$ cat config.mk
export PLATFORM = sky130hd
export DESIGN_NAME = lsmb_front
export DESIGN_NICKNAME = d
export VERILOG_FILES = /design/src/sv/lsmb_pkg.sv /design/src/sv/lsmb_front.sv
export SDC_FILE = /design/constraint.sdc
export NUM_CORES = 1
export LEC_CHECK = 0
export BUFFER_PORTS_ARGS = -buffer_cell sky130_fd_sc_hd__buf_2
export CORE_AREA = 4 4 183 221
export CTS_CLUSTER_SIZE = 14
export DETAILED_ROUTE_END_ITERATION = 16
export DIE_AREA = 0 0 187 225
export GPL_ROUTABILITY_DRIVEN = 0
export PLACE_DENSITY_LB_ADDON = 0.12
export SLEW_MARGIN = 0
export SYNTH_ARGS = -nofsm -noshare
export SYNTH_HDL_FRONTEND = slang
export SYNTH_SLANG_ARGS = --single-unit
$ cat constraint.sdc
create_clock -name clock -period 5.6 [get_ports clock]
set_clock_uncertainty 0.1 [all_clocks]
set_input_delay 0.84 -clock clock [delete_from_list [all_inputs] [get_ports clock]]
set_output_delay 0.84 -clock clock [all_outputs]
set_load 0.02 [all_outputs]
$ cat src/sv/lsmb_pkg.sv
// Shared types, constants and the arctangent table of the lidar scan merge binner.
`timescale 1ns / 1ps
package lsmb_pkg;

   localparam int BINS     = 720;
   localparam int BIN_W    = $clog2(BINS);
   localparam int ITERS    = 24;
   localparam int ITER_W   = $clog2(ITERS);
   localparam int QDEPTH   = 4;
   localparam int QPTR_W   = $clog2(QDEPTH);
   localparam int XW       = 40;
   localparam int GAIN_W   = 30;
   localparam logic [GAIN_W-1:0] INV_GAIN  = 30'd652032874;
   localparam logic [15:0]       NO_RETURN = 16'hFFFF;
   localparam logic [15:0]       RANGE_SAT = 16'd65534;

   typedef enum logic [1:0] {
      ACT_CLEAR   = 2'd0,
      ACT_PROJECT = 2'd1,
      ACT_READ    = 2'd2,
      ACT_NONE    = 2'd3
   } action_type;

   typedef enum logic [2:0] {
      CSR_FRONT_X   = 3'd0,
      CSR_FRONT_Y   = 3'd1,
      CSR_FRONT_YAW = 3'd2,
      CSR_REAR_X    = 3'd3,
      CSR_REAR_Y    = 3'd4,
      CSR_REAR_YAW  = 3'd5
   } csr_index_type;

   typedef struct packed {
      action_type         action;
      logic [15:0]        range;
      logic [15:0]        angle;
      logic signed [15:0] mount_x;
      logic signed [15:0] mount_y;
      logic [9:0]         read_index;
   } job_type;

   typedef struct packed {
      logic    valid;
      job_type job;
   } qhead_type;

   typedef struct packed {
      logic pop;
      logic init;
   } back_status_type;

   function automatic logic [31:0] atan_lookup(input logic [ITER_W-1:0] i);
      logic [31:0] a;
      case (i)
         5'd0:  a = 32'd536870912;
         5'd1:  a = 32'd316933406;
         5'd2:  a = 32'd167458907;
         5'd3:  a = 32'd85004756;
         5'd4:  a = 32'd42667331;
         5'd5:  a = 32'd21354465;
         5'd6:  a = 32'd10679838;
         5'd7:  a = 32'd5340245;
         5'd8:  a = 32'd2670163;
         5'd9:  a = 32'd1335087;
         5'd10: a = 32'd667544;
         5'd11: a = 32'd333772;
         5'd12: a = 32'd166886;
         5'd13: a = 32'd83443;
         5'd14: a = 32'd41722;
         5'd15: a = 32'd20861;
         5'd16: a = 32'd10430;
         5'd17: a = 32'd5215;
         5'd18: a = 32'd2608;
         5'd19: a = 32'd1304;
         5'd20: a = 32'd652;
         5'd21: a = 32'd326;
         5'd22: a = 32'd163;
         5'd23: a = 32'd81;
         default: a = 32'd0;
      endcase
      return a;
   endfunction

endpackage

$ cat src/sv/lsmb_front.sv
// Front end: mount registers, sample validation, beam angle and the job queue.
`timescale 1ns / 1ps
module lsmb_front (
   input  logic                      clock,
   input  logic                      reset,
   input  logic                      req_push,
   output logic                      req_full,
   input  logic [1:0]                req_action,
   input  logic                      req_sensor,
   input  logic [11:0]               req_sample_index,
   input  logic [15:0]               req_sample_range,
   input  logic signed [15:0]        req_scan_start_angle,
   input  logic [15:0]               req_scan_angle_step,
   input  logic [15:0]               req_scan_range_low,
   input  logic [15:0]               req_scan_range_high,
   input  logic [9:0]                req_read_index,
   input  logic                      csr_valid,
   output logic                      csr_ready,
   input  logic [2:0]                csr_index,
   input  logic [15:0]               csr_data,
   input  lsmb_pkg::back_status_type back_status,
   output lsmb_pkg::qhead_type       qhead
);

   logic signed [15:0] front_x_ff, front_y_ff, rear_x_ff, rear_y_ff;
   logic [15:0]        front_yaw_ff, rear_yaw_ff;

   lsmb_pkg::job_type                  queue_ff [lsmb_pkg::QDEPTH];
   logic [lsmb_pkg::QPTR_W-1:0]        wr_ptr_ff, rd_ptr_ff;
   logic [lsmb_pkg::QPTR_W:0]          count_ff;

   lsmb_pkg::job_type job;
   logic              accept, keep, do_pop;
   logic [27:0]       step_prod;
   logic [15:0]       yaw;

   assign csr_ready = 1'b1;
   assign req_full  = (count_ff == (lsmb_pkg::QPTR_W+1)'(lsmb_pkg::QDEPTH))
                      | back_status.init;
   assign accept    = req_push & ~req_full;

   always_comb begin
      yaw       = req_sensor ? rear_yaw_ff : front_yaw_ff;
      step_prod = 28'(req_sample_index) * 28'(req_scan_angle_step);
      job.action     = lsmb_pkg::action_type'(req_action);
      job.range      = req_sample_range;
      job.angle      = 16'(req_scan_start_angle) + step_prod[15:0] + yaw;
      job.mount_x    = req_sensor ? rear_x_ff : front_x_ff;
      job.mount_y    = req_sensor ? rear_y_ff : front_y_ff;
      job.read_index = req_read_index;
      case (job.action)
         lsmb_pkg::ACT_CLEAR, lsmb_pkg::ACT_READ: keep = 1'b1;
         lsmb_pkg::ACT_PROJECT: keep = (req_scan_range_low < req_sample_range) &&
                                       (req_sample_range < req_scan_range_high);
         default: keep = 1'b0;
      endcase
   end

   assign do_pop      = back_status.pop & (count_ff != '0);
   assign qhead.valid = (count_ff != '0);
   assign qhead.job   = queue_ff[rd_ptr_ff];

   always_ff @(posedge clock) begin
      if (accept && keep) begin
         queue_ff[wr_ptr_ff] <= job;
      end
   end

   always_ff @(posedge clock) begin
      if (reset) begin
         wr_ptr_ff    <= '0;
         rd_ptr_ff    <= '0;
         count_ff     <= '0;
         front_x_ff   <= '0;
         front_y_ff   <= '0;
         front_yaw_ff <= '0;
         rear_x_ff    <= '0;
         rear_y_ff    <= '0;
         rear_yaw_ff  <= '0;
      end else begin
         if (accept && keep) begin
            wr_ptr_ff <= wr_ptr_ff + 1'b1;
         end
         if (do_pop) begin
            rd_ptr_ff <= rd_ptr_ff + 1'b1;
         end
         count_ff <= count_ff + (lsmb_pkg::QPTR_W+1)'(accept && keep)
                              - (lsmb_pkg::QPTR_W+1)'(do_pop);
         if (csr_valid) begin
            case (lsmb_pkg::csr_index_type'(csr_index))
               lsmb_pkg::CSR_FRONT_X:   front_x_ff   <= csr_data;
               lsmb_pkg::CSR_FRONT_Y:   front_y_ff   <= csr_data;
               lsmb_pkg::CSR_FRONT_YAW: front_yaw_ff <= csr_data;
               lsmb_pkg::CSR_REAR_X:    rear_x_ff    <= csr_data;
               lsmb_pkg::CSR_REAR_Y:    rear_y_ff    <= csr_data;
               lsmb_pkg::CSR_REAR_YAW:  rear_yaw_ff  <= csr_data;
               default: ;
            endcase
         end
      end
   end

endmodule

; ---- Word level (Yosys, flattened, before mapping)
; Memory sizes are Yosys's and may differ from the RTL's. A register that Yosys moved wholly into a read port is not among the register bits.
; Cells that the tools add are included.
[totals]
register_bits = 103
latchBits = 0
ram_bits = 304
mem_bits_ro = 0
inputBits = 130
word_cells = 51
n_memories = 1
[classes]
add_sub_neg = 6
n_mul = 1
div = 0
order_cmp = 2
n_eq_ne = 8
shift = 0
muxes = 8
n_bitwise = 4
reduce_logical = 12
[mem_list]
columns = name, words, word_bits, rd, rd_clocked_by_memory_dff, wr, line
row1 = queue_ff, 4, 76, 1, 1, 1, lsmb_front.sv:28  ; lsmb_pkg::job_type queue_ff [lsmb_pkg::QDEPTH];
[op_table]
columns = operator, count
row1 = 16-bit two-way mux, 3
row2 = 16-bit adder, 2
row3 = 16-bit < comparator, 2
row4 = 12-bit by 16-bit multiplier with 16-bit output, 1
row5 = 2-bit AND reduction, 6
row6 = "3-bit == test, second input constant", 3
row7 = "3-bit by 2-bit == test with 1-bit output, second input constant", 2
row8 = "2-bit by 1-bit adder with 2-bit output, second input constant", 2
row9 = 2-bit two-way mux, 2
row10 = 3-bit by 1-bit adder with 3-bit output, 1
row11 = "3-bit by 1-bit == test with 1-bit output, second input constant", 1
row12 = 3-bit zero test, 1
row13 = 3-bit nonzero test, 1
row14 = 3-bit by 1-bit subtractor with 3-bit output, 1
row15 = 1-bit bitwise AND, 2
row16 = "2-bit by 1-bit == test with 1-bit output, second input constant", 1
row17 = "2-bit == test, second input constant", 1
row18 = 1-bit logical AND, 2
row19 = 2-bit zero test, 1
row20 = 1-bit two-way mux, 2
row21 = 1-bit one-hot mux with 2 select lines, 1
row22 = 2-bit OR reduction, 1
row23 = 1-bit inverter, 1
row24 = 1-bit OR, 1

; ---- Longest topological paths before layout
; Gate-level depths: netlist (run 1).
[depth]
depth_word = 7
mapped_depth = 22
mapped_depth_nobuf = 21

; ---- Worst setup path after synthesis (run 1)
; OpenSTA, ideal clock, no wires.
[synth_timing]
path_type = input to register
startpoint = in req_sample_index[0]
endpoint = mem queue_ff[0][56] (netlist bit) (data pin)
setup_time_ps = 272
t_arrival_ps = 5741
t_required_ps = 5228
slack_ps = -513
stages = 22
cell_sequence = clkbuf_1 -> and2_2 -> fa_1 -> inv_1 -> fa_1 -> inv_1 -> fa_1 -> inv_1 -> fa_1 -> inv_1 -> fa_1 -> inv_1 -> fa_1 -> inv_1 -> ha_1 -> clkbuf_1 -> nor2b_1 -> a41oi_1 -> o2111ai_1 -> a31o_2 -> a21oi_1 -> xnor2_1
[synth_lines]
columns = element, line
row1 = start: declaration, lsmb_front.sv:10  ; input logic [11:0] req_sample_index,
row2 = end: declaration, lsmb_front.sv:28

==> run_summary.xml, run 1 <==
<?xml version="1.0" encoding="UTF-8"?>
<metrics>
  <group name="outcome">
    <metric name="run_status" unit="">completed</metric>
  </group>
  <group name="synthesis">
    <metric name="post_synth.cell_area_avg" unit="um^2">13.25</metric>
    <metric name="synth_simple_gate_area_share" unit="">0.08196</metric>
    <metric name="yosys-mux-area-fraction" unit="">0.1102</metric>
    <metric name="compound_cell_area_share_of_the_yosys_netlist" unit="">0.04400</metric>
    <metric name="ys_dominant_reg_cell" unit="">sky130_fd_sc_hd__edfxtp_1</metric>
    <metric name="synthCells" unit="">1547</metric>
    <metric name="ys_seq_elements" unit="">409</metric>
    <metric name="share_of_synthesized_area_occupied_by_flip_flops_and_latches" unit="">0.5478</metric>
    <metric name="synthesis.nets" unit="">1861</metric>
    <metric name="yosysWarnings" unit="">0</metric>
    <metric name="synth_xor_area_frac" unit="">0.01867</metric>
    <metric name="synth_cell_types" unit="">51</metric>
    <metric name="number_of_enable_flip_flop_cells_after_synthesis" unit="">304</metric>
    <metric name="synth_adder_area_share" unit="">0.1507</metric>
    <metric name="synth_async_sr_flop_share" unit="">0</metric>
    <metric name="syn_area" unit="um^2">20500</metric>
    <metric name="synth_top_family_by_area" unit="">adder cells</metric>
  </group>
  <group name="critical_path">
    <metric name="slowest_delay" unit="ns">0.55</metric>
    <metric name="worst_ep_arrival_time" unit="ns">5.59</metric>
    <metric name="slowest_cell_on_the_critical_path" unit="">sky130_fd_sc_hd__fa_1</metric>
    <metric name="crit_cells" unit="">19</metric>
    <metric name="worst_ep_required_time" unit="ns">5.76</metric>
    <metric name="regToRegEndpoint" unit="">queue_ff[2][57]</metric>
    <metric name="worst_path_cell_trace" unit="">clkbuf_4, and2_4, fa_1, inv_1, fa_1, inv_1, fa_1, fa_2, fa_1, inv_1, fa_1, inv_1, ha_1, a21o_1, a21oi_4, a32oi_2, a31o_2, a21oi_4, xnor2_2</metric>
    <metric name="worst_path_bufs_invs" unit="">5</metric>
    <metric name="worst_r2r_path_depth" unit="">11</metric>
    <metric name="timing.critical_path.from_type" unit="">input port</metric>
    <metric name="timing.critical_path.to_type" unit="">register</metric>
    <metric name="timing.setup.critical_path_class" unit="">input port to register</metric>
    <metric name="path_max_fanout" unit="">10</metric>
    <metric name="r2r_start" unit="">rear_yaw_ff[1]</metric>
    <metric name="cp_top_family" unit="">adder cells</metric>
    <metric name="worst-r2r-setup-slack" unit="ns">2.33</metric>
    <metric name="worst_setup_path_startpoint" unit="">req_sample_index[1]</metric>
    <metric name="path_common_cell" unit="">sky130_fd_sc_hd__fa_1</metric>
  </group>
  <group name="grt">
    <metric name="gr-usage-all-layers" unit="">0.2106</metric>
    <metric name="maximum_number_of_pins_on_one_net_before_global_route_repair" unit="">70</metric>
    <metric name="grt_overflow" unit="">0</metric>
    <metric name="global_route_wire_length_before_repair" unit="um">69960</metric>
    <metric name="number_of_global_route_vias_before_repair" unit="">12902</metric>
    <metric name="grt_antenna_before_repair" unit="">3</metric>
  </group>
  <group name="clock_tree">
    <metric name="clk_path_buf_depth" unit="">3</metric>
    <metric name="worstSkewPairLatency" unit="ns">0.54</metric>
    <metric name="cts_made_buffers" unit="">40</metric>
    <metric name="path_clk_slew" unit="ns">0.06</metric>
    <metric name="htree_num_levels" unit="">2</metric>
    <metric name="tritoncts_num_sinks" unit="">409</metric>
    <metric name="root_buffer" unit="">sky130_fd_sc_hd__clkbuf_16</metric>
    <metric name="cts_hold_buf" unit="">0</metric>
    <metric name="tritoncts" unit="">done</metric>
  </group>
  <group name="worst_hold_path">
    <metric name="worst_hold_path.num_cells" unit="">2</metric>
    <metric name="hp-class" unit="">register to register</metric>
    <metric name="min-delay-start" unit="">front_x_ff[12]</metric>
    <metric name="timing.hold.worst_endpoint" unit="">front_x_ff[12]</metric>
  </group>
  <group name="drt">
    <metric name="drt_first_pass_iters" unit="">5</metric>
    <metric name="num_vias" unit="">12357</metric>
    <metric name="drt_iter0_drc" unit="">696</metric>
    <metric name="detailed_route_wire_length_per_cell" unit="um">18.91</metric>
    <metric name="drc" unit="">0</metric>
    <metric name="antenna_left" unit="">0</metric>
    <metric name="drt_wirelength" unit="um">44130</metric>
    <metric name="vias_per_cell" unit="">5.294</metric>
  </group>
  <group name="layout">
    <metric name="area_delta_synth_final" unit="%">16.96</metric>
    <metric name="final.fill_count" unit="">3041</metric>
    <metric name="layout.nets" unit="">2124</metric>
    <metric name="fraction_of_the_core_area_covered_by_cells_at_the_end_of_the_flow" unit="">0.6252</metric>
    <metric name="drive_above_1_share" unit="">0.2687</metric>
    <metric name="post-route-cell-area" unit="um^2">23980</metric>
  </group>
  <group name="timing">
    <metric name="worst-slew-pin-transition" unit="ns">1.285</metric>
    <metric name="setup_tns" unit="ns">0</metric>
    <metric name="timing.final.crit_share" unit="">0.9698</metric>
    <metric name="timing.final.crit_period" unit="ns">5.431</metric>
    <metric name="clock.fmax" unit="MHz">184.1</metric>
    <metric name="slew_headroom" unit="">0.1432</metric>
    <metric name="setup-violations-final" unit="">0</metric>
    <metric name="drv_slew" unit="">0</metric>
    <metric name="hold_violations_final" unit="">0</metric>
  </group>
  <group name="die">
    <metric name="die_w" unit="um">187</metric>
    <metric name="number_of_top_level_pins" unit="">209</metric>
    <metric name="die-area" unit="um^2">42080</metric>
    <metric name="start_util" unit="">0.5346</metric>
    <metric name="fp.dieH" unit="um">225</metric>
    <metric name="floorplan.rows" unit="">79</metric>
    <metric name="floorplan.core_area" unit="um^2">38350</metric>
  </group>
  <group name="placed_design">
    <metric name="hpwlAfterDp" unit="um">31310</metric>
    <metric name="place.port_buffers" unit="">207</metric>
    <metric name="placed_area" unit="um^2">22610</metric>
  </group>
  <group name="pwr">
    <metric name="power-per-cell-area" unit="nW/um^2">490.7</metric>
    <metric name="finalPower" unit="mW">11.77</metric>
    <metric name="max-vdd-ir-drop" unit="uV">412.8</metric>
    <metric name="power_leakage" unit="nW">9.563</metric>
  </group>
  <group name="run">
    <metric name="drv_cap" unit="">0</metric>
  </group>
</metrics>
[how the worst max path moves through the flow]
stage / slack (ns) / to
global placement: -0.35 / queue_ff[0][57]
floorplan: -0.26 / queue_ff[0][56]
finish: 0.17 / queue_ff[0][56]
global route: -0.005 / queue_ff[0][56]
CTS: 0.07 / queue_ff[2][57]
detailed placement: -0.49 / queue_ff[2][57]
[cell type report]
type | instances | area (um^2) | area share
clock inverter | 16 | 152.6 | 0.006366
timing repair buffer | 288 | 1729 | 0.07211
sequential | 409 | 11240 | 0.4687
antenna | 6 | 15.01 | 0.0006261
multi-input combinational | 890 | 8434 | 0.3517
inverter | 181 | 679.4 | 0.02833
clock buffer | 58 | 1122 | 0.04680
tap | 486 | 608.1 | 0.02536
[sequential cells by signal, summed over array words and instances, names as in the netlist, named ones only]
name and count:
rear_y_ff 16, wr_ptr_ff 2, rd_ptr_ff 2, front_y_ff 16, front_yaw_ff 16, front_x_ff 16
rear_x_ff 16, queue_ff 304, rear_yaw_ff 16, count_ff 3
[cells by family after synthesis]
kind of cell	count (synthesis)
DFF	409
and+or+nand+nor	379
buffers and inverters	248
adders and majority gates	184
AOI/OAI and AO/OA	158
muxes	126
xor gates and xnor gates	42
other	1
[synthesized netlist by cell type (2+ instances only)]
library cell / count / area share
sky130_fd_sc_hd__edfxtp_1: 304 / 0.45
sky130_fd_sc_hd__nand2_1: 273 / 0.050
sky130_fd_sc_hd__inv_1: 181 / 0.033
sky130_fd_sc_hd__a21oi_1: 116 / 0.028
sky130_fd_sc_hd__dfxtp_1: 105 / 0.10
sky130_fd_sc_hd__fa_1: 105 / 0.10
sky130_fd_sc_hd__ha_1: 79 / 0.048
sky130_fd_sc_hd__mux4_2: 76 / 0.083
sky130_fd_sc_hd__and2_1: 57 / 0.017
sky130_fd_sc_hd__clkbuf_1: 43 / 0.0079
sky130_fd_sc_hd__mux2_2: 36 / 0.020
sky130_fd_sc_hd__xnor2_1: 27 / 0.012
sky130_fd_sc_hd__buf_2: 15 / 0.0037
sky130_fd_sc_hd__mux2i_1: 13 / 0.0063
sky130_fd_sc_hd__nor2_1: 13 / 0.0024
sky130_fd_sc_hd__xor2_1: 13 / 0.0056
sky130_fd_sc_hd__a21o_1: 11 / 0.0040
sky130_fd_sc_hd__o21ai_0: 10 / 0.0024
sky130_fd_sc_hd__buf_1: 8 / 0.0015
sky130_fd_sc_hd__nand3_1: 7 / 0.0017
sky130_fd_sc_hd__and2_2: 5 / 0.0018
sky130_fd_sc_hd__nand2b_1: 5 / 0.0015
sky130_fd_sc_hd__nor2b_1: 5 / 0.0015
sky130_fd_sc_hd__and3_1: 3 / 0.00092
sky130_fd_sc_hd__o2111ai_1: 3 / 0.0013
sky130_fd_sc_hd__a2111oi_2: 2 / 0.0015
sky130_fd_sc_hd__a41oi_1: 2 / 0.00085
sky130_fd_sc_hd__nand4_1: 2 / 0.00061
sky130_fd_sc_hd__nor3_2: 2 / 0.00098
sky130_fd_sc_hd__nor3b_2: 2 / 0.0012
sky130_fd_sc_hd__o21ai_1: 2 / 0.00049
sky130_fd_sc_hd__o21bai_1: 2 / 0.00073
sky130_fd_sc_hd__xnor2_2: 2 / 0.0016
[report_power, final]
group / leakage, nW / total, mW / internal (mW) / switching (mW)
sequential: 3.67 / 4.03 / 3.90 / 0.130
clock: 0.612 / 2.59 / 1.50 / 1.09
combinational: 5.28 / 5.15 / 2.38 / 2.77
total: 9.56 / 11.8 / 7.78 / 3.99
[tightest hold or removal path, delay by kind of cell (launching register included)]
| family | cells | cell delay (ns) |
|---|---|---|
| AO/OA/AOI/OAI | 1 | 0.05 |
| flip-flops | 1 | 0.30 |
| AND/OR/NAND/NOR | 1 | 0.05 |
[cells in the final DEF, fill, tap and decap left out, types with 14 or more instances in the layout]
cell	count
sky130_fd_sc_hd__dfxtp_1	103
sky130_fd_sc_hd__mux4_2	76
sky130_fd_sc_hd__mux2_2	36
sky130_fd_sc_hd__clkbuf_1	14
sky130_fd_sc_hd__buf_2	203
sky130_fd_sc_hd__and2_1	51
sky130_fd_sc_hd__clkbuf_16	42
sky130_fd_sc_hd__a21oi_1	112
sky130_fd_sc_hd__xnor2_1	25
sky130_fd_sc_hd__nand2_1	273
sky130_fd_sc_hd__inv_1	181
sky130_fd_sc_hd__fa_1	104
sky130_fd_sc_hd__edfxtp_1	304
sky130_fd_sc_hd__ha_1	77
sky130_fd_sc_hd__buf_4	77
[metal layers]
metal / part of all wire / GRT usage
met1: 0.41 / 0.2688
met2: 0.52 / 0.3812
met3: 0.052 / 0.03347
met4: 0.020 / 0.05202
met5: 0.00029 / 0
[timing repair]
action	CTS	global route
setup buffers	0	1
resized for setup	0	16
setup endpoints to repair	0	8
[through the flow]
| step | instances | hold slack (ns) | worst slack, ns |
|---|---|---|---|
| floorplan | 1547 | 0.3329 | -0.2630 |
| global placement | 2253 | 0.3385 | -0.3488 |
| detailed placement | 2253 | 0.3443 | -0.4927 |
| CTS | 2327 | 0.3539 | 0.07007 |
| global route | 2328 | 0.3692 | -0.005476 |
| finish | 2334 | 0.3504 | 0.1689 |
Note: power is estimated with default switching activity, not from simulation.
==> run 2, diff against run 1 <==
--- a/config.mk
+++ b/config.mk
@@ -5,11 +5,12 @@
 export SDC_FILE = /design/constraint.sdc
 export NUM_CORES = 1
 export LEC_CHECK = 0
+export ABC_AREA = 1
 export BUFFER_PORTS_ARGS = -buffer_cell sky130_fd_sc_hd__buf_2
-export CORE_AREA = 4 4 183 221
+export CORE_AREA = 4 4 185 223
 export CTS_CLUSTER_SIZE = 14
 export DETAILED_ROUTE_END_ITERATION = 16
-export DIE_AREA = 0 0 187 225
+export DIE_AREA = 0 0 189 227
 export GPL_ROUTABILITY_DRIVEN = 0
 export PLACE_DENSITY_LB_ADDON = 0.12
 export SLEW_MARGIN = 0
==> run_summary.xml, run 2 <==
<?xml version="1.0" encoding="UTF-8"?>
<metrics>
  <group name="die">
    <metric name="die_w" unit="um">189</metric>
    <metric name="die-area" unit="um^2">42900</metric>
    <metric name="start_util" unit="">0.5396</metric>
    <metric name="floorplan.rows" unit="">79</metric>
    <metric name="fp.dieH" unit="um">227</metric>
    <metric name="number_of_top_level_pins" unit="">209</metric>
    <metric name="floorplan.core_area" unit="um^2">38850</metric>
  </group>
  <group name="critical_path">
    <metric name="slowest_delay" unit="ns">0.54</metric>
    <metric name="slowest_cell_on_the_critical_path" unit="">sky130_fd_sc_hd__fa_1</metric>
    <metric name="path_common_cell" unit="">sky130_fd_sc_hd__fa_1</metric>
    <metric name="path_max_fanout" unit="">10</metric>
    <metric name="worst_ep_arrival_time" unit="ns">5.57</metric>
    <metric name="timing.critical_path.from_type" unit="">input port</metric>
    <metric name="worst_ep_required_time" unit="ns">5.84</metric>
    <metric name="cp_top_family" unit="">adder cells</metric>
    <metric name="worst_path_bufs_invs" unit="">6</metric>
    <metric name="timing.critical_path.to_type" unit="">register</metric>
    <metric name="worst_path_cell_trace" unit="">clkbuf_4, nand2_1, inv_1, fa_1, inv_1, fa_1, inv_1, fa_1, fa_1, fa_1, inv_1, fa_1, inv_1, ha_1, nand2_1, nor2_1, a211oi_1, nand3_2, nand3_1, o211ai_1, xor2_1</metric>
    <metric name="timing.setup.critical_path_class" unit="">input port to register</metric>
  </group>
  <group name="layout">
    <metric name="final.fill_count" unit="">3248</metric>
    <metric name="drive_above_1_share" unit="">0.1653</metric>
    <metric name="area_delta_synth_final" unit="%">16.46</metric>
    <metric name="layout.nets" unit="">2628</metric>
    <metric name="top_library_cells_by_usage_in_the_layout_fill_and_taps_aside" unit="">sky130_fd_sc_hd__inv_1 (319), sky130_fd_sc_hd__nor2_1 (308), sky130_fd_sc_hd__edfxtp_1 (304), sky130_fd_sc_hd__o21ai_0 (270), sky130_fd_sc_hd__nand2_1 (220)</metric>
    <metric name="layout_commonest_cell" unit="">sky130_fd_sc_hd__inv_1</metric>
    <metric name="multi_input_area" unit="um^2">8214</metric>
    <metric name="fraction_of_the_core_area_covered_by_cells_at_the_end_of_the_flow" unit="">0.6284</metric>
    <metric name="largest_reg_flops" unit="">304</metric>
    <metric name="top_register" unit="">queue_ff</metric>
    <metric name="ant_diodes" unit="">0</metric>
    <metric name="seq_area" unit="um^2">11240</metric>
  </group>
  <group name="grt">
    <metric name="gr-usage-all-layers" unit="">0.2274</metric>
    <metric name="global_route_wire_length_before_repair" unit="um">77900</metric>
    <metric name="grt_antenna_before_repair" unit="">0</metric>
    <metric name="maximum_number_of_pins_on_one_net_before_global_route_repair" unit="">102</metric>
    <metric name="grt_overflow" unit="">0</metric>
    <metric name="number_of_global_route_vias_before_repair" unit="">14978</metric>
  </group>
  <group name="synthesis">
    <metric name="yosys-mux-area-fraction" unit="">0.005253</metric>
    <metric name="post_synth_main_area_contributors" unit="">sky130_fd_sc_hd__edfxtp_1 (44%), sky130_fd_sc_hd__dfxtp_1 (10%), sky130_fd_sc_hd__fa_1 (10%), sky130_fd_sc_hd__o21ai_0 (6.5%), sky130_fd_sc_hd__inv_1 (5.8%)</metric>
    <metric name="synthCells" unit="">2084</metric>
    <metric name="synth_top_family_by_area" unit="">adder cells</metric>
    <metric name="synth.most_common_cell" unit="">sky130_fd_sc_hd__inv_1</metric>
    <metric name="synthesis.nets" unit="">2398</metric>
    <metric name="ys_seq_elements" unit="">409</metric>
    <metric name="synth_adder_area_share" unit="">0.1474</metric>
    <metric name="synth_async_sr_flop_share" unit="">0</metric>
    <metric name="synthDominantAreaCellType" unit="">sky130_fd_sc_hd__edfxtp_1</metric>
    <metric name="ys_dominant_reg_cell" unit="">sky130_fd_sc_hd__edfxtp_1</metric>
    <metric name="number_of_enable_flip_flop_cells_after_synthesis" unit="">304</metric>
    <metric name="synthTopCellsByCount" unit="">sky130_fd_sc_hd__inv_1 (322), sky130_fd_sc_hd__nor2_1 (312), sky130_fd_sc_hd__edfxtp_1 (304), sky130_fd_sc_hd__o21ai_0 (272), sky130_fd_sc_hd__nand2_1 (222)</metric>
    <metric name="yosysWarnings" unit="">0</metric>
    <metric name="synth_xor_area_frac" unit="">0.01403</metric>
    <metric name="synth_cell_types" unit="">37</metric>
    <metric name="share_of_synthesized_area_occupied_by_flip_flops_and_latches" unit="">0.5358</metric>
    <metric name="compound_cell_area_share_of_the_yosys_netlist" unit="">0.1138</metric>
    <metric name="post_synth.cell_area_avg" unit="um^2">10.06</metric>
    <metric name="synth_simple_gate_area_share" unit="">0.1049</metric>
    <metric name="yosys_top_cell_area_share" unit="">0.4355</metric>
    <metric name="syn_area" unit="um^2">20960</metric>
  </group>
  <group name="run">
    <metric name="drv_cap" unit="">0</metric>
  </group>
  <group name="placed_design">
    <metric name="hpwlAfterDp" unit="um">33190</metric>
    <metric name="place.port_buffers" unit="">207</metric>
  </group>
  <group name="pwr">
    <metric name="power-per-cell-area" unit="nW/um^2">494.7</metric>
    <metric name="finalPower" unit="mW">12.08</metric>
    <metric name="power_leakage" unit="nW">10.59</metric>
    <metric name="max-vdd-ir-drop" unit="uV">390.4</metric>
  </group>
  <group name="drt">
    <metric name="antenna_left" unit="">0</metric>
    <metric name="vias_per_cell" unit="">5.243</metric>
    <metric name="detailed_route_wire_length_per_cell" unit="um">17.15</metric>
    <metric name="drt_iter0_drc" unit="">1007</metric>
    <metric name="drt_first_pass_iters" unit="">5</metric>
    <metric name="drt_wirelength" unit="um">49280</metric>
    <metric name="num_vias" unit="">15062</metric>
    <metric name="drc" unit="">0</metric>
  </group>
  <group name="clock_tree">
    <metric name="worstSkewPairLatency" unit="ns">0.54</metric>
    <metric name="root_buffer" unit="">sky130_fd_sc_hd__clkbuf_16</metric>
    <metric name="tritoncts_num_sinks" unit="">409</metric>
    <metric name="tritoncts" unit="">done</metric>
    <metric name="htree_num_levels" unit="">2</metric>
    <metric name="clk_path_buf_depth" unit="">3</metric>
    <metric name="cts_made_buffers" unit="">41</metric>
    <metric name="cts_hold_buf" unit="">0</metric>
    <metric name="path_clk_slew" unit="ns">0.06</metric>
  </group>
  <group name="timing">
    <metric name="timing.final.crit_share" unit="">0.9516</metric>
    <metric name="rsz0062_at_grt" unit="">false</metric>
    <metric name="setup-violations-final" unit="">0</metric>
    <metric name="worst-slew-pin-transition" unit="ns">1.159</metric>
    <metric name="timing.final.crit_period" unit="ns">5.329</metric>
    <metric name="drv_slew" unit="">0</metric>
    <metric name="hold_violations_final" unit="">0</metric>
    <metric name="slew_headroom" unit="">0.2255</metric>
    <metric name="clock.fmax" unit="MHz">187.7</metric>
  </group>
  <group name="worst_hold_path">
    <metric name="hp-class" unit="">register to register</metric>
  </group>
  <group name="outcome">
    <metric name="run_status" unit="">completed</metric>
  </group>
</metrics>
run 2: changes by cell type in the layout (fill, tap and decap cells not counted), sizes merged, moves of 18 or more:
cell   delta
inv     +143
nor2    +301
mux4     -76
xnor2    -18
mux2     -37
a21oi    -36
o21ai   +266
o22ai    +76
nand2    -48
and2     -62
run 2: through the flow:
step | worst slack, ns | area [um^2] | hold WS, ns | cells | setup TNS, ns
after floorplan | -0.1380 | 21060 | 0.3244 | 2084 | -42.39
after global placement | -0.1998 | 23040 | 0.3335 | 2798 | -4.998
after detailed placement | -0.3214 | 23040 | 0.3395 | 2798 | -7.967
after CTS | 0.2454 | 24390 | 0.3485 | 2874 | 0
after global routing | 0.01458 | 24410 | 0.3751 | 2873 | 0
final | 0.2713 | 24410 | 0.3463 | 2873 | 0
run 2: timing repair:
action | CTS | global route
setup buffers | 0 | 0
setup endpoints to repair | 0 | 8
gates resized for setup | 0 | 9
run 2: final timing paths:
path | startpoint | cells past startpoint | to | slack, ns
worst max-delay path | req_sample_index[0] | 21 | queue_ff[3][56] | 0.27
worst max register to register | count_ff[1] | 12 | count_ff[2] | 2.52
worst min-delay path | front_y_ff[1] | 2 | front_y_ff[1] | 0.35
worst min register to register | front_y_ff[1] | 2 | front_y_ff[1] | 0.35
run 2: worst register-to-register path, stage by stage (launching register included):
cell,delay (ns)
sky130_fd_sc_hd__dfxtp_1,0.41
sky130_fd_sc_hd__inv_1,0.08
sky130_fd_sc_hd__a31o_2,0.26
sky130_fd_sc_hd__nor2_1,0.30
sky130_fd_sc_hd__nand2_1,0.35
sky130_fd_sc_hd__ha_1,0.38
sky130_fd_sc_hd__inv_1,0.05
sky130_fd_sc_hd__ha_1,0.13
sky130_fd_sc_hd__inv_1,0.05
sky130_fd_sc_hd__fa_1,0.42
sky130_fd_sc_hd__xor2_1,0.20
sky130_fd_sc_hd__o21ai_0,0.10
sky130_fd_sc_hd__a21oi_1,0.17
run 2: cell families after synthesis:
| family | count (synthesis) |
|---|---|
| adder cells (fa/ha/maj) | 184 |
| XOR/XNOR | 31 |
| buffers and inverters | 429 |
| other | 1 |
| multiplexers | 11 |
| AND/OR/NAND/NOR | 569 |
| flip-flops | 409 |
| AO/OA/AOI/OAI | 450 |
run 2: per-layer routing:
layer	vias to the layer above	part of all wire	global-route usage
met1	7208	0.43	0.3083
met2	464	0.48	0.3895
met4	0	0.029	0.06725
li1	7304	-	-
met5	-	0	0
met3	86	0.057	0.02929
run 2: where the power goes:
group	total (mW)	internal (mW)	switching (mW)	leakage [nW]
Sequential	4.02	3.91	0.107	3.63
Combinational	5.35	2.19	3.16	6.30
Clock	2.71	1.58	1.12	0.659
Total	12.1	7.69	4.38	10.6
run 2: layout make-up:
class | count | share of cell area
Clock buffer | 51 | 0.04485
Clock inverter | 25 | 0.01015
Inverter | 325 | 0.05008
Multi-Input combinational cell | 1246 | 0.3365
Sequential cell | 409 | 0.4603
Tap cell | 526 | 0.02696
Timing Repair Buffer | 291 | 0.07115
==> run 3, diff against run 2 <==
--- a/config.mk
+++ b/config.mk
@@ -7,10 +7,10 @@
 export LEC_CHECK = 0
 export ABC_AREA = 1
 export BUFFER_PORTS_ARGS = -buffer_cell sky130_fd_sc_hd__buf_2
-export CORE_AREA = 4 4 185 223
+export CORE_AREA = 2 2 245 295
 export CTS_CLUSTER_SIZE = 14
 export DETAILED_ROUTE_END_ITERATION = 16
-export DIE_AREA = 0 0 189 227
+export DIE_AREA = 0 0 247 297
 export GPL_ROUTABILITY_DRIVEN = 0
 export PLACE_DENSITY_LB_ADDON = 0.12
 export SLEW_MARGIN = 0
==> run_summary.xml, run 3 (synthesized netlist as in run 2, its figures left out) <==
<?xml version="1.0" encoding="UTF-8"?>
<metrics>
  <group name="layout">
    <metric name="seq_area" unit="um^2">11240</metric>
    <metric name="largest_reg_flops" unit="">304</metric>
    <metric name="fraction_of_the_core_area_covered_by_cells_at_the_end_of_the_flow" unit="">0.3560</metric>
    <metric name="drive_above_1_share" unit="">0.1704</metric>
    <metric name="top_library_cells_by_usage_in_the_layout_fill_and_taps_aside" unit="">sky130_fd_sc_hd__inv_1 (318), sky130_fd_sc_hd__nor2_1 (307), sky130_fd_sc_hd__edfxtp_1 (304), sky130_fd_sc_hd__o21ai_0 (270), sky130_fd_sc_hd__nand2_1 (221)</metric>
    <metric name="layout.nets" unit="">2646</metric>
    <metric name="area_delta_synth_final" unit="%">19.84</metric>
    <metric name="layout_commonest_cell" unit="">sky130_fd_sc_hd__inv_1</metric>
    <metric name="ant_diodes" unit="">0</metric>
    <metric name="stdcell_count" unit="">3291</metric>
    <metric name="multi_input_area" unit="um^2">8215</metric>
    <metric name="top_register" unit="">queue_ff</metric>
    <metric name="final.fill_count" unit="">7166</metric>
  </group>
  <group name="die">
    <metric name="floorplan.core_area" unit="um^2">70550</metric>
    <metric name="die_w" unit="um">247</metric>
    <metric name="fp.dieH" unit="um">297</metric>
    <metric name="die-area" unit="um^2">73360</metric>
    <metric name="floorplan.rows" unit="">107</metric>
    <metric name="number_of_top_level_pins" unit="">209</metric>
    <metric name="start_util" unit="">0.2971</metric>
  </group>
  <group name="pwr">
    <metric name="finalPower" unit="mW">12.41</metric>
    <metric name="power-per-cell-area" unit="nW/um^2">493.9</metric>
    <metric name="power_leakage" unit="nW">10.71</metric>
    <metric name="max-vdd-ir-drop" unit="uV">477.9</metric>
  </group>
  <group name="timing">
    <metric name="timing.final.crit_period" unit="ns">5.362</metric>
    <metric name="slew_headroom" unit="">0.2102</metric>
    <metric name="setup-violations-final" unit="">0</metric>
    <metric name="timing.final.crit_share" unit="">0.9575</metric>
    <metric name="clock.fmax" unit="MHz">186.5</metric>
    <metric name="rsz0062_at_grt" unit="">false</metric>
    <metric name="drv_slew" unit="">0</metric>
    <metric name="setup_ws" unit="ns">0.2383</metric>
    <metric name="hold_violations_final" unit="">0</metric>
    <metric name="worst-slew-pin-transition" unit="ns">1.181</metric>
    <metric name="setup_tns" unit="ns">0</metric>
  </group>
  <group name="drt">
    <metric name="drt_wirelength" unit="um">58430</metric>
    <metric name="antenna_left" unit="">0</metric>
    <metric name="detailed_route_wire_length_per_cell" unit="um">17.75</metric>
    <metric name="drt_iter0_drc" unit="">701</metric>
    <metric name="num_vias" unit="">14897</metric>
    <metric name="drc" unit="">0</metric>
    <metric name="vias_per_cell" unit="">4.527</metric>
    <metric name="drt_first_pass_iters" unit="">4</metric>
  </group>
  <group name="placed_design">
    <metric name="placed_insts" unit="">3214</metric>
    <metric name="place.port_buffers" unit="">207</metric>
    <metric name="pre_cts_ws" unit="ns">-0.4097</metric>
    <metric name="hpwlAfterDp" unit="um">40600</metric>
  </group>
  <group name="critical_path">
    <metric name="worst-r2r-setup-slack" unit="ns">2.50</metric>
    <metric name="path_max_fanout" unit="">12</metric>
    <metric name="worst_path_bufs_invs" unit="">8</metric>
    <metric name="cp_top_family" unit="">adder cells</metric>
    <metric name="timing.critical_path.from_type" unit="">input port</metric>
    <metric name="path_common_cell" unit="">sky130_fd_sc_hd__fa_1</metric>
    <metric name="timing.setup.critical_path_class" unit="">input port to register</metric>
    <metric name="slowest_delay" unit="ns">0.53</metric>
    <metric name="worst_ep_required_time" unit="ns">5.81</metric>
    <metric name="slowest_cell_on_the_critical_path" unit="">sky130_fd_sc_hd__fa_1</metric>
    <metric name="timing.critical_path.to_type" unit="">register</metric>
    <metric name="worst_ep_arrival_time" unit="ns">5.57</metric>
    <metric name="worst_path_cell_trace" unit="">clkbuf_4, nand2_1, inv_1, fa_1, inv_1, fa_1, inv_1, fa_1, fa_1, fa_1, inv_1, fa_1, inv_1, ha_1, nand2_1, nor2_1, a211oi_2, nand3_2, buf_4, xor2_1, buf_4</metric>
  </group>
  <group name="grt">
    <metric name="maximum_number_of_pins_on_one_net_before_global_route_repair" unit="">107</metric>
    <metric name="grt_antenna_before_repair" unit="">2</metric>
    <metric name="global_route_wire_length_before_repair" unit="um">88550</metric>
    <metric name="number_of_global_route_vias_before_repair" unit="">15180</metric>
    <metric name="gr-usage-all-layers" unit="">0.1573</metric>
    <metric name="grt_overflow" unit="">0</metric>
  </group>
  <group name="clock_tree">
    <metric name="post_cts.repair.setup_buffers" unit="">0</metric>
    <metric name="tritoncts" unit="">done</metric>
    <metric name="clk_path_buf_depth" unit="">3</metric>
    <metric name="worstSkewPairLatency" unit="ns">0.57</metric>
    <metric name="path_clk_slew" unit="ns">0.06</metric>
    <metric name="htree_num_levels" unit="">2</metric>
    <metric name="tritoncts_num_sinks" unit="">409</metric>
    <metric name="cts_hold_buf" unit="">0</metric>
    <metric name="cts_resized" unit="">0</metric>
    <metric name="cts_made_buffers" unit="">42</metric>
    <metric name="root_buffer" unit="">sky130_fd_sc_hd__clkbuf_16</metric>
  </group>
  <group name="outcome">
    <metric name="run_status" unit="">completed</metric>
  </group>
  <group name="run">
    <metric name="drv_cap" unit="">0</metric>
  </group>
  <group name="worst_hold_path">
    <metric name="hp-class" unit="">register to register</metric>
  </group>
</metrics>
-- run 3: cell types whose count changed in the layout (fill, tap and decap cells not counted), sizes merged --
cell / before / now
buf: 288 / 305
bufinv: 4 / 6
clkbuf: 54 / 55
clkinv: 20 / 19
clkinvlp: 1 / 0
-- run 3: worst reg2reg max path: cells and delay by family (launching register included) --
family	cells	cell delay, ns
compound gates	3	0.89
fa+ha+maj	2	0.84
simple gates	3	0.35
flops	1	0.30
xor+xnor	1	0.28
buf+inv	2	0.11
-- run 3: worst paths after layout --
kind,from,endpoint,cells past startpoint
setup / recovery,req_sample_index[0],queue_ff[1][54],21
hold reg to reg,front_y_ff[10],front_y_ff[10],2
hold / removal,front_y_ff[10],front_y_ff[10],2
setup reg to reg,front_yaw_ff[3],queue_ff[1][56],11
-- run 3: metal layers --
metal,vias to the layer above,GRT usage,routed length (um)
met1,7193,0.1915,24610
met5,-,0,26
met2,289,0.2889,30210
met3,73,0.01768,2061
li1,7338,-,-
met4,4,0.04561,1524
-- run 3: cell type report --
type / instances / share of cell area
Tap cell: 926 / 0.04612
Clock buffer: 52 / 0.04334
Inverter: 325 / 0.04866
Multi-Input combinational cell: 1246 / 0.3271
Timing Repair Buffer: 308 / 0.07422
Clock inverter: 25 / 0.01330
Sequential cell: 409 / 0.4473
-- run 3: per-stage QoR --
step | hold WS [ns] | area, um^2
finish | 0.3482 | 25120
global route | 0.3628 | 25120
CTS | 0.3388 | 25090
detailed placement | 0.3423 | 23660
global placement | 0.3350 | 23660
floorplan | 0.3244 | 21060
-- run 3: power by group --
group	switching [mW]	internal (mW)	total, mW
clock network	1.19	1.68	2.87
logic	3.34	2.19	5.54
registers	0.0826	3.91	4.00
